[src/xpw_pkg.sv]
// shared types and constants for the x86 page table walker
// no dependencies; imported by every module of the walker
package xpw_pkg;

  localparam int ADDR_W        = 52;
  localparam int PHYS_BITS_DEF = 52;
  localparam int CFG_IDX_W     = 2;
  localparam int CFG_DATA_W    = 32;

  localparam logic MODE_REQ  = 1'b0;
  localparam logic MODE_RESP = 1'b1;

  localparam logic KIND_READ = 1'b0;
  localparam logic KIND_DONE = 1'b1;

  typedef enum logic [CFG_IDX_W-1:0] {
    REG_WALK_ENABLE = 2'd0,
    REG_PAE_ENABLE  = 2'd1,
    REG_DIR_BASE    = 2'd2
  } reg_idx_t;

  typedef enum logic [1:0] {
    LVL_IDLE = 2'd0,
    LVL_TOP  = 2'd1,
    LVL_MID  = 2'd2,
    LVL_PTE  = 2'd3
  } lvl_t;

  typedef enum logic [2:0] {
    ST_OK      = 3'd0,
    ST_TOP_NP  = 3'd1,
    ST_MID_NP  = 3'd2,
    ST_PAGE_NP = 3'd3,
    ST_NOINIT  = 3'd4
  } status_t;

  typedef struct packed {
    logic        mode;
    logic [31:0] virt_addr;
    logic [63:0] read_data;
  } item_t;

  typedef struct packed {
    logic              kind;
    logic [ADDR_W-1:0] read_addr;
    logic [ADDR_W-1:0] phys_addr;
    status_t           status;
  } result_t;

  typedef struct packed {
    logic        walk_enable;
    logic        pae_enable;
    logic [31:0] dir_base;
  } cfg_t;

endpackage

[src/xpw_cfg_regs.sv]
// configuration registers of the page table walker
// depends on xpw_pkg
module xpw_cfg_regs
  import xpw_pkg::*;
(
  input  logic                  clk,
  input  logic                  rst,
  input  logic                  cfg_valid,
  output logic                  cfg_ready,
  input  logic [CFG_IDX_W-1:0]  cfg_index,
  input  logic [CFG_DATA_W-1:0] cfg_data,
  output cfg_t                  cfg
);

  assign cfg_ready = 1'b1;

  always_ff @(posedge clk) begin
    if (rst) begin
      cfg <= '0;
    end else if (cfg_valid && cfg_ready) begin
      case (cfg_index)
        REG_WALK_ENABLE: cfg.walk_enable <= cfg_data[0];
        REG_PAE_ENABLE:  cfg.pae_enable  <= cfg_data[0];
        REG_DIR_BASE:    cfg.dir_base    <= cfg_data;
        default: ;
      endcase
    end
  end

endmodule

[src/xpw_walk.sv]
// walk step: level and held address registers plus the entry decode
// depends on xpw_pkg
module xpw_walk
  import xpw_pkg::*;
#(
  parameter int PHYS_ADDR_BITS = PHYS_BITS_DEF
) (
  input  logic    clk,
  input  logic    rst,
  input  logic    fire,
  input  item_t   item,
  input  cfg_t    cfg,
  output logic    has_result,
  output result_t res
);

  localparam logic [ADDR_W-1:0] PMASK = {ADDR_W{1'b1}} >> (ADDR_W - PHYS_ADDR_BITS);

  lvl_t        level, level_next;
  logic [31:0] held_vaddr, held_vaddr_next;
  logic [31:0] va;
  logic [31:0] e32;
  logic [ADDR_W-1:0] e52;
  logic [ADDR_W-1:0] pse_base;
  logic [ADDR_W-1:0] dir_ext;
  logic [ADDR_W-1:0] raddr;
  logic [ADDR_W-1:0] paddr;
  status_t     st;
  logic        done;

  assign va       = (item.mode == MODE_REQ) ? item.virt_addr : held_vaddr;
  assign e32      = item.read_data[31:0];
  assign e52      = item.read_data[ADDR_W-1:0] & PMASK;
  // pse-36: entry bits 20..13 become address bits 39..32
  assign pse_base = {12'b0, e32[20:13], e32[31:22], 22'b0};
  assign dir_ext  = {20'b0, cfg.dir_base};

  always_comb begin
    level_next      = level;
    held_vaddr_next = held_vaddr;
    has_result      = 1'b0;
    done            = 1'b0;
    st              = ST_OK;
    raddr           = '0;
    paddr           = '0;
    if (item.mode == MODE_REQ) begin
      held_vaddr_next = item.virt_addr;
      has_result      = 1'b1;
      if (!cfg.walk_enable) begin
        done = 1'b1;
        st   = ST_NOINIT;
      end else begin
        level_next = LVL_TOP;
        if (cfg.pae_enable) begin
          raddr = dir_ext + {47'b0, va[31:30], 3'b0};
        end else begin
          raddr = dir_ext + {40'b0, va[31:22], 2'b0};
        end
      end
    end else if (level != LVL_IDLE) begin
      has_result = 1'b1;
      if (!cfg.pae_enable) begin
        if (level == LVL_TOP) begin
          if (!e32[0]) begin
            done = 1'b1;
            st   = ST_TOP_NP;
          end else if (e32[7]) begin
            done  = 1'b1;
            paddr = (pse_base & PMASK) + {30'b0, va[21:0]};
          end else begin
            level_next = LVL_PTE;
            raddr = {20'b0, e32[31:12], 12'b0} + {40'b0, va[21:12], 2'b0};
          end
        end else begin
          // a middle-level response in two-level mode counts as the page entry
          done = 1'b1;
          if (!e32[0]) begin
            st = ST_PAGE_NP;
          end else begin
            paddr = {20'b0, e32[31:12], 12'b0} + {40'b0, va[11:0]};
          end
        end
      end else begin
        case (level)
          LVL_TOP: begin
            if (!e52[0]) begin
              done = 1'b1;
              st   = ST_TOP_NP;
            end else begin
              level_next = LVL_MID;
              raddr = {e52[ADDR_W-1:12], 12'b0} + {40'b0, va[29:21], 3'b0};
            end
          end
          LVL_MID: begin
            if (!e52[0]) begin
              done = 1'b1;
              st   = ST_MID_NP;
            end else if (e52[7]) begin
              done  = 1'b1;
              paddr = {e52[ADDR_W-1:21], 21'b0} + {31'b0, va[20:0]};
            end else begin
              level_next = LVL_PTE;
              raddr = {e52[ADDR_W-1:12], 12'b0} + {40'b0, va[20:12], 3'b0};
            end
          end
          default: begin
            done = 1'b1;
            if (!e52[0]) begin
              st = ST_PAGE_NP;
            end else begin
              paddr = {e52[ADDR_W-1:12], 12'b0} + {40'b0, va[11:0]};
            end
          end
        endcase
      end
    end
    if (done) begin
      level_next = LVL_IDLE;
    end
    res.kind      = done ? KIND_DONE : KIND_READ;
    res.read_addr = done ? '0 : (raddr & PMASK);
    res.phys_addr = (done && st == ST_OK) ? (paddr & PMASK) : '0;
    res.status    = st;
  end

  always_ff @(posedge clk) begin
    if (rst) begin
      level      <= LVL_IDLE;
      held_vaddr <= '0;
    end else if (fire) begin
      level      <= level_next;
      held_vaddr <= held_vaddr_next;
    end
  end

  a_idle_resp_silent: assert property (@(posedge clk) disable iff (rst)
    fire && item.mode == MODE_RESP && level == LVL_IDLE |-> !has_result)
    else $error("response while idle produced a word");

  a_done_goes_idle: assert property (@(posedge clk) disable iff (rst)
    fire && has_result && res.kind == KIND_DONE |=> level == LVL_IDLE)
    else $error("walk level not idle after finish");

  a_read_goes_busy: assert property (@(posedge clk) disable iff (rst)
    fire && has_result && res.kind == KIND_READ |=> level != LVL_IDLE)
    else $error("read issued but walker went idle");

  a_fail_no_addr: assert property (@(posedge clk) disable iff (rst)
    has_result && res.status != ST_OK |-> res.phys_addr == '0 && res.kind == KIND_DONE)
    else $error("failed walk carries an address");

  a_disabled_noinit: assert property (@(posedge clk) disable iff (rst)
    item.mode == MODE_REQ && !cfg.walk_enable |-> res.status == ST_NOINIT)
    else $error("disabled walker did not report not initialised");

endmodule

[src/xpw_out_buf.sv]
// two-entry result buffer that decouples the walk step from the consumer
// depends on xpw_pkg
module xpw_out_buf
  import xpw_pkg::*;
(
  input  logic    clk,
  input  logic    rst,
  input  logic    push,
  input  result_t push_word,
  output logic    space,
  output logic    result_valid,
  input  logic    result_ready,
  output result_t result
);

  result_t    slot [2];
  logic       wr_ptr, rd_ptr;
  logic [1:0] count;
  logic       pop;

  assign pop          = result_valid && result_ready;
  assign result_valid = (count != 2'd0);
  assign space        = (count != 2'd2);
  assign result       = slot[rd_ptr];

  always_ff @(posedge clk) begin
    if (push) begin
      slot[wr_ptr] <= push_word;
    end
  end

  always_ff @(posedge clk) begin
    if (rst) begin
      wr_ptr <= 1'b0;
      rd_ptr <= 1'b0;
      count  <= 2'd0;
    end else begin
      if (push) wr_ptr <= ~wr_ptr;
      if (pop)  rd_ptr <= ~rd_ptr;
      count <= count + {1'b0, push} - {1'b0, pop};
    end
  end

  a_no_overflow: assert property (@(posedge clk) disable iff (rst)
    push |-> space)
    else $error("word pushed into full result buffer");

  a_count_range: assert property (@(posedge clk) disable iff (rst)
    count != 2'd3)
    else $error("result buffer count out of range");

  a_push_shows: assert property (@(posedge clk) disable iff (rst)
    push |=> result_valid)
    else $error("pushed word not visible");

endmodule

[src/x86_page_walker.sv]
// top level of the x86 page table walker: input register, walk step, result buffer
// depends on xpw_pkg, xpw_cfg_regs, xpw_walk, xpw_out_buf
// One word is taken per clock: a translate request or a memory response goes
// into the input register, is decoded combinationally against the current walk
// level, and its result (next entry read address or the finished translation)
// is registered into a two-entry result buffer once that buffer has space. The
// rate is set by the single walk level register, which is updated once per
// word; the input stalls only while the result buffer is full. A response that
// arrives while no walk is open gives no result; a new request abandons any
// walk in progress.
module x86_page_walker
  import xpw_pkg::*;
#(
  parameter int PHYS_ADDR_BITS = PHYS_BITS_DEF
) (
  input  logic                  clk,
  input  logic                  rst,
  input  logic                  item_valid,
  output logic                  item_ready,
  input  item_t                 item,
  output logic                  result_valid,
  input  logic                  result_ready,
  output result_t               result,
  input  logic                  cfg_valid,
  output logic                  cfg_ready,
  input  logic [CFG_IDX_W-1:0]  cfg_index,
  input  logic [CFG_DATA_W-1:0] cfg_data
);

  cfg_t    cfg;
  item_t   held_item;
  logic    held_valid;
  logic    advance;
  logic    space;
  logic    has_result;
  result_t step_res;

  assign advance    = held_valid && space;
  assign item_ready = !held_valid || advance;

  always_ff @(posedge clk) begin
    if (rst) begin
      held_valid <= 1'b0;
    end else if (item_ready) begin
      held_valid <= item_valid;
    end
  end

  always_ff @(posedge clk) begin
    if (item_valid && item_ready) begin
      held_item <= item;
    end
  end

  xpw_cfg_regs u_cfg (
    .clk       (clk),
    .rst       (rst),
    .cfg_valid (cfg_valid),
    .cfg_ready (cfg_ready),
    .cfg_index (cfg_index),
    .cfg_data  (cfg_data),
    .cfg       (cfg)
  );

  xpw_walk #(
    .PHYS_ADDR_BITS (PHYS_ADDR_BITS)
  ) u_walk (
    .clk        (clk),
    .rst        (rst),
    .fire       (advance),
    .item       (held_item),
    .cfg        (cfg),
    .has_result (has_result),
    .res        (step_res)
  );

  xpw_out_buf u_buf (
    .clk          (clk),
    .rst          (rst),
    .push         (advance && has_result),
    .push_word    (step_res),
    .space        (space),
    .result_valid (result_valid),
    .result_ready (result_ready),
    .result       (result)
  );

endmodule
[config.mk]
export PLATFORM = sky130hd
export DESIGN_NAME = x86_page_walker
export DESIGN_NICKNAME = d
export VERILOG_FILES = /design/src/xpw_pkg.sv /design/src/xpw_cfg_regs.sv /design/src/xpw_walk.sv /design/src/xpw_out_buf.sv /design/src/x86_page_walker.sv
export SDC_FILE = /design/constraint.sdc
export NUM_CORES = 1
export LEC_CHECK = 0
export ABC_AREA = 1
export BUFFER_PORTS_ARGS = -buffer_cell sky130_fd_sc_hd__clkbuf_2
export CORE_MARGIN = 4
export CORE_UTILIZATION = 62
export CTS_CLUSTER_DIAMETER = 80
export DETAILED_ROUTE_END_ITERATION = 6
export GPL_TIMING_DRIVEN = 0
export PLACE_DENSITY = 0.95
export SYNTH_ARGS = -nofsm -noshare
export SYNTH_HDL_FRONTEND = slang
export SYNTH_SLANG_ARGS = --single-unit
[constraint.sdc]
create_clock -name clk -period 11.4 [get_ports clk]
set_input_delay 1.14 -clock clk [delete_from_list [all_inputs] [get_ports clk]]
set_output_delay 1.14 -clock clk [all_outputs]
set_load 0.01 [all_outputs]
==> metrics.txt, run 1 <==
die height about 170 um; core area 26200 um^2; Worst path slowest cell clkbuf_1; layout cells sized above 1 a little over a quarter; ys flop type edfxtp_1; RSZ-0062 raised after global routing false; Die W 172 um; Pre-Repair DR Iteration Count 7; max-cap violation count 0; largest fanout on the critical path 10; actual slew at the worst max-slew pin 914 ps; Sw Share 28.1%; Placement Setup Slack just under 8000 ps; initial DRC count 1886; crit share post-route 32.1%; initial antenna violation count 0; Final Non-Filler Cells 2146; syn nets 1670; CTS max path bufs 3; Met2 Routed Length between 20000 and 25000 um; GRT overflow 0; Fmax 0.273 GHz; P_leak a little under 8 nW; CP required 10260 ps; CTS clk-pin slew, worst paths 60 ps; CP Buf/Inv Count 4; largest net degree at the start of global routing 53; crit path DAT 2520 ps; final net count around 1.9k; P_int 2.51 mW; IO Pins 247; total power ~3.5 mW; Synth cell types 51; worst path cell trace clkbuf_1 -> buf_2 -> buf_2 -> mux2_2 -> clkbuf_2; Finished Core Util between 70% and 80%; GRT Overall Usage 31.9%; Diodes inserted 0; type of the tightest min-delay check reg -> reg; vias in the first global route 12.9k; Post-CTS Setup Bufs 0; worst r2r path cells 16; Detail Route Antenna Nets 0; Starting Density 63.5%; post-CTS sizing 0; final worst slack 7740 ps; Via Count 13.1k; M1 wire length 17900 um; later-pin clock latency in the skew report between 500 and 600 ps; share of power burned in registers 45.4%; fin. max-slew vios 0; Residual DRC 0; Critical Path Max Stage Delay 410 ps; drt wl/cell 22.3 um; #FFs+latches synth 365; critical path start-end classification reg -> out; Mean Syn Cell Area 11.0 um^2; first-pass GRT wire length 72100 um; CP startpoint kind flop; Switch Pwr 0.980 mW; Area Overhead vs Synth 17.4%; CTS tree yes; clock power share 34.5%; vias per cell about 6.1; CP endpoint kind output pin; Routed met3 length 4250 um; register area share after synthesis 61.4%; clock root buffer master clkbuf_16; Post-synth EDFFs 291; # rows between 50 and 60; Comb power frac 20.0%; CP most frequent cell buf_2; worst vdd ir 147 uV; Final Hold Vio Count 0; # port buffers 222; RePlAce Congestion 1.01; # hold bufs at CTS 0; Total Wirelength 47800 um; Placed Cells ~2.1k; final worst path period need 3660 ps; Pwr Density 179 nW/um^2; Top Layer Used met4; Hold Path Depth 2; synth warn 0; critical path depth 5; FFs w/ async S/R, synth 0%; cell family with most CP delay buffers and inverters; synthesized area 16600 um^2; placed wire-length estimate 34400 um; # setup viols final 0; Die ar. 29500 um^2; Fin Clk Skew 11.4 ps; cts bufs inserted 37; Cells after Synth between 1.5k and 2k; status complete, no violations; Sum Neg Setup Slack 0 ps; Slew HR 38.9%; CTS sink cnt about 370; # H-tree levels 2
layout by cell type (no fill, tap or decap), types with 15 or more instances in the layout:
cell type  netlist  final
clkbuf_2         0    222
o21ai_0         87     87
nand3_1         72     72
buf_2           35     35
clkbuf_1        24     33
inv_1          123    122
nor4_1          15     15
a21oi_1         97     97
a211oi_1        21     21
nor2_1         123    121
nand2_1        255    255
mux2_2         108    108
edfxtp_1       291    291
clkbuf_16        0     37
nor3_1          22     22
dfxtp_1         74     74
ha_1            17     17
final cells by class:
type                    count  area, um^2
clock inverters            20         219
multi-input cells         946        5570
inverters                 136         513
clock buffers              47         973
flip-flops and latches    365       10200
fillers                  1691        6680
plain buffers              68         348
well taps                 335         419
repair buffers            229        1260
worst paths after layout:
path | start | endpoint | slack (ps)
setup / recovery | flop | result[106] | 7740
hold / removal | u_walk.held_vaddr[17] | u_walk.held_vaddr[17] | 460
setup reg to reg | held_item[96] | u_buf.slot[0][78] | 7790
hold reg to reg | u_walk.held_vaddr[17] | u_walk.held_vaddr[17] | 460
state kept, by name, indices dropped and copies added (netlist names), named ones only:
| register | flops |
|---|---|
| held_item | 75 |
| held_valid | 1 |
| u_buf.count | 2 |
| u_buf.rd_ptr | 1 |
| u_buf.slot | 216 |
| u_buf.wr_ptr | 1 |
| u_cfg.cfg | 34 |
| u_walk.held_vaddr | 32 |
| u_walk.level | 2 |
through the flow:
step / hold WS (ps) / instance area (um^2)
finish: 459 / 19500
global route: 464 / 19500
CTS: 455 / 19500
detailed placement: 446 / 18300
global placement: 435 / 18200
floorplan: 425 / 16600
tightest hold or removal path: stages (launching register included):
cell and delay (ps):
dfxtp_1 290, inv_1 60, a21oi_1 60
synthesized netlist by cell type (2+ instances only):
library cell,instances,area share [%]
nand2_4,2,0.14
clkinv_1,2,0.045
nor2_4,7,0.47
a211oi_1,21,0.95
or2_2,3,0.11
inv_1,123,2.8
dfxtp_1,74,8.9
clkbuf_1,24,0.54
a31oi_1,9,0.34
o21ai_0,87,2.6
mux2i_1,12,0.72
a21boi_0,3,0.14
buf_2,35,1.1
nand2_2,11,0.41
nand3_1,72,2.2
inv_2,11,0.25
nor4_1,15,0.56
o211ai_1,3,0.14
mux2_2,108,7.3
nor2_1,123,2.8
nand4_1,13,0.49
a21oi_2,6,0.32
buf_4,5,0.23
o22ai_1,10,0.38
o21ai_1,7,0.21
and2_1,2,0.075
nand2_1,255,5.8
edfxtp_1,291,53
nand3_2,5,0.30
fa_1,2,0.24
xor2_1,4,0.21
a21oi_1,97,2.9
o21ai_4,2,0.20
nor2_2,7,0.26
ha_1,17,1.3
buf_6,4,0.27
a22oi_1,8,0.36
nor3_1,22,0.66
power by group through the flow:
stage,Combinational (mW),Clock (mW),Sequential (mW)
after floorplan,0.429,0,1.60
after global placement,0.655,0,1.62
after detailed placement,0.688,0,1.61
after CTS,0.697,1.21,1.59
after global routing,0.752,1.27,1.59
final,0.700,1.21,1.59
kinds of logic (layout without fill, tap and decap cells):
kind of cell	after synthesis	count (layout)	share of synthesized area [%]
buffers and inverters	204	500	5.16
adder cells (fa/ha/maj)	19	19	1.52
AO/OA/AOI/OAI	259	259	8.94
other	1	1	0.0225
AND/OR/NAND/NOR	542	542	14.6
multiplexers	120	120	8.03
flip-flops	365	365	61.4
XOR/XNOR	5	5	0.263
metal layers:
metal / track usage, % / vias to the layer above
met5: 0 / -
met4: 13.6 / 0
met3: 4.78 / 155
met2: 54.0 / 833
met1: 41.5 / 6224
li1: - / 5873
No activity file was read; power rests on OpenSTA's default activity.
==> run 2: changes to the inputs <==
ABC_AREA = 0   (was 1)
CORE_UTILIZATION = 51   (was 62)
PLACE_DENSITY = 0.85   (was 0.95)
clock period = 3 ns   (was 11.4 ns; I/O delays follow)
==> run 2 against run 1 <==
Against the previous run:
- the flow now finishes with violations (negative setup slack)
- die area increased by 15%
- via count decreased by 13%
- sequential share of layout area fell by 1.8 points
- hold slack got worse by 450 ps
- synthesized area shrank 5.2%
- register-to-register slack got worse by 8000 ps
- non-clock buffer count grew 105
- critical path type is now reg -> reg
- critical endpoint is now u_buf.slot[0][77]
- largest power group unchanged
- highest routed layer unchanged
==> metrics.txt, run 2 <==
#FFs+latches synth 365 (unchanged); Area Overhead vs Synth 28.2%; actual slew at the worst max-slew pin 1180 ps (+268 ps); fin. max-slew vios 0 (unchanged); largest fanout on the critical path 6 (-4); Comb power frac 17.9% (-2.1 points); drt wl/cell 21.7 um (-2.7%); largest area contributor in the netlist edfxtp_1; worst vdd ir 474 uV (+220%); DP Area 17600 um^2 (-4.0%); Placed Cells 1835 (-12%); clock root buffer master clkbuf_16; most frequent cell after synthesis edfxtp_1; total power 12.7 mW (+260%); Synth cell types 67 (+31%); post-route cell area 20200 um^2 (+3.6%); synthesized area 15800 um^2 (-5.2%); biggest registers after layout u_buf.slot (216), held_item (75), u_cfg.cfg (34); Largest Register u_buf.slot; # H-tree levels 2 (unchanged); final worst path period need 3200 ps; Die W 184 um (+7.0%); Synth area leaders edfxtp_1 55%, dfxtp_1 9.4%, mux2_2 8.6%; critical path start-end classification reg -> reg; CTS clk-pin slew, worst paths 60 ps (about the same); max-cap violation count 0 (unchanged); Sw Share 26.2% (-1.8 points); RSZ-0062 raised after global routing true; Pwr Density 626 nW/um^2 (+250%); Cells after Synth 1211 (-20%); Synth top cells by count 291 x edfxtp_1, 148 x nand2_1, 120 x mux2_2; syn nets 1366 (-18%); layout cells sized above 1 32.9% (+5.4 points); RePlAce Congestion 0.935 (-7.7%); Residual DRC 0 (unchanged); clock power share 35.7% (+1.2 points); vias per cell 5.68 (-6.8%); Via Count 11.4k (-13%); die height 184 um (+7.0%); share of power burned in registers 46.5% (+1.1 points); vias in the first global route 11.4k (-11%); Final Non-Filler Cells 2011 (-6.3%); Starting Density 51.6% (-12 points); Fmax 0.313 GHz; FFs w/ async S/R, synth 0% (unchanged); GRT Overall Usage 24.6% (-7.3 points); Fin Clk Skew 15.5 ps (+4.09 ps); register area share after synthesis 64.8% (+3.3 points); CTS sink cnt 365 (unchanged); P_leak 7.35 nW (-5.3%); max FFs per register 216 (unchanged); type of the tightest min-delay check in -> reg; largest net degree at the start of global routing 58 (+9.4%); final worst slack -200 ps (-7940 ps); most common cell after layout, fill and taps aside edfxtp_1; commonest non-fill, non-tap cells in the layout 291 x edfxtp_1, 224 x clkbuf_2, 147 x nand2_1, 117 x mux2_2, 77 x dlygate4sd3_1; Mean Syn Cell Area 13.0 um^2 (+19%); # setup viols final 42 (+42); # rows 64 (+8.5%); initial antenna violation count 3 (+3); synth warn 0 (unchanged); Slew HR 21.2% (-18 points); ys flop type edfxtp_1; core area 30600 um^2 (+17%); failing checks negative setup slack; initial DRC count 1099 (-42%); # port buffers 222 (unchanged); Detail Route Antenna Nets 0 (unchanged); status finished, violations left; Yosys top cell area share 55.4% (+2.9 points); Total Wirelength 43600 um (-8.8%); final net count 1738 (-10%); placed wire-length estimate 28600 um (-17%); CP startpoint kind flop; P_int 9.34 mW (+270%); cts bufs inserted 37 (unchanged); CTS max path bufs 3 (unchanged); Pre-Repair DR Iteration Count 6 (-1); first-pass GRT wire length 64700 um (-10%); crit share post-route 107%; crit path DAT 3430 ps (+910 ps); Die ar. 33800 um^2 (+15%); GRT overflow 0 (unchanged); CP endpoint kind flop; later-pin clock latency in the skew report 530 ps (about the same); Switch Pwr 3.32 mW (+240%); Final Hold Vio Count 0 (unchanged); final hold slack 7.72 ps (-451 ps); CP required 3230 ps (-7030 ps); Post-synth EDFFs 291 (unchanged); IO Pins 247 (unchanged); Finished Core Util 66.1% (-8.4 points); CTS tree yes
run 2: cell count changes after synthesis, moves of 14 or more:
cell	delta
a21oi_1	-26
a22oi_1	+14
and2_1	+47
and3_1	+15
buf_2	-23
clkbuf_1	+24
inv_1	-106
mux2i_1	+14
nand2_1	-107
nand3_1	-54
nor2_1	-56
nor4_1	-14
o21ai_0	-65
xnor2_1	+16
run 2: cells by family (layout without fill, tap and decap cells):
family	after synthesis	count (layout)	share of synthesized area, %
other	1	4	0.0238
buffers and inverters	88	488	2.43
adder cells (fa/ha/maj)	19	19	1.60
AND/OR/NAND/NOR	371	372	11.6
multiplexers	146	146	10.2
flip-flops	365	365	64.8
XOR/XNOR	30	30	1.67
AO/OA/AOI/OAI	191	191	7.72
run 2: path summary, 6_finish.rpt:
path	start	endpoint	slack [ps]	depth (start not counted)
setup / recovery	held_item[96]	u_buf.slot[0][77]	-200	12
hold / removal	cfg_data[8]	u_cfg.cfg[8]	8	3
setup reg to reg	held_item[96]	u_buf.slot[0][77]	-200	12
hold reg to reg	u_walk.held_vaddr[11]	u_walk.held_vaddr[11]	450	2
run 2: worst max-delay path, cell delays in order, from the launching register on:
cell      delay (ps)
edfxtp_1         420
buf_6            170
buf_12           130
mux2_4           310
ha_4             240
nor2b_2          160
o31a_2           330
o41ai_4          420
o211ai_4         160
buf_6            170
nand4_1           70
xor2_1           200
o21ai_1          110
run 2: power by group through the flow:
stage | clock, mW | combinational, mW | sequential [mW]
finish | 4.52 | 2.26 | 5.88
floorplan | 0 | 1.25 | 5.93
global placement | 0 | 1.97 | 5.98
global route | 4.78 | 2.41 | 5.90
detailed placement | 0 | 2.04 | 5.97
CTS | 4.54 | 2.22 | 5.87
run 2: timing repair:
item,4_1_cts,5_1_grt
resized for setup,67,38
setup buffers,23,4
pin swaps,19,28
cloned,1,1
hold buffers,77,0
setup endpoints to repair,72,127
endpoints found under the hold margin,77,0
run 2: per-layer routing:
layer	wire length [um]	global-route usage (%)	part of all wire, %	vias to the layer above
li1	-	-	-	5214
met1	17200	32.4	39	5583
met2	21700	41.8	50	528
met3	3170	3.48	7.3	99
met4	1480	9.08	3.4	0
met5	0	0	0	-
run 2: final cells by class:
type	count	area, um^2
fillers	2166	10400
flip-flops and latches	365	10200
multi-input cells	759	5600
repair buffers	333	2290
clock buffers	55	1030
well taps	396	495
plain buffers	69	374
clock inverters	13	146
inverters	18	67.6
diodes	3	7.51
run 2: stage by stage:
step                      worst slack (ps)  TNS, ps
after floorplan                      -22.5     -132
after global placement               -1020  -283600
after detailed placement              -798   -28080
after CTS                             -113    -1060
after global routing                  -314   -11030
final                                 -200    -6220
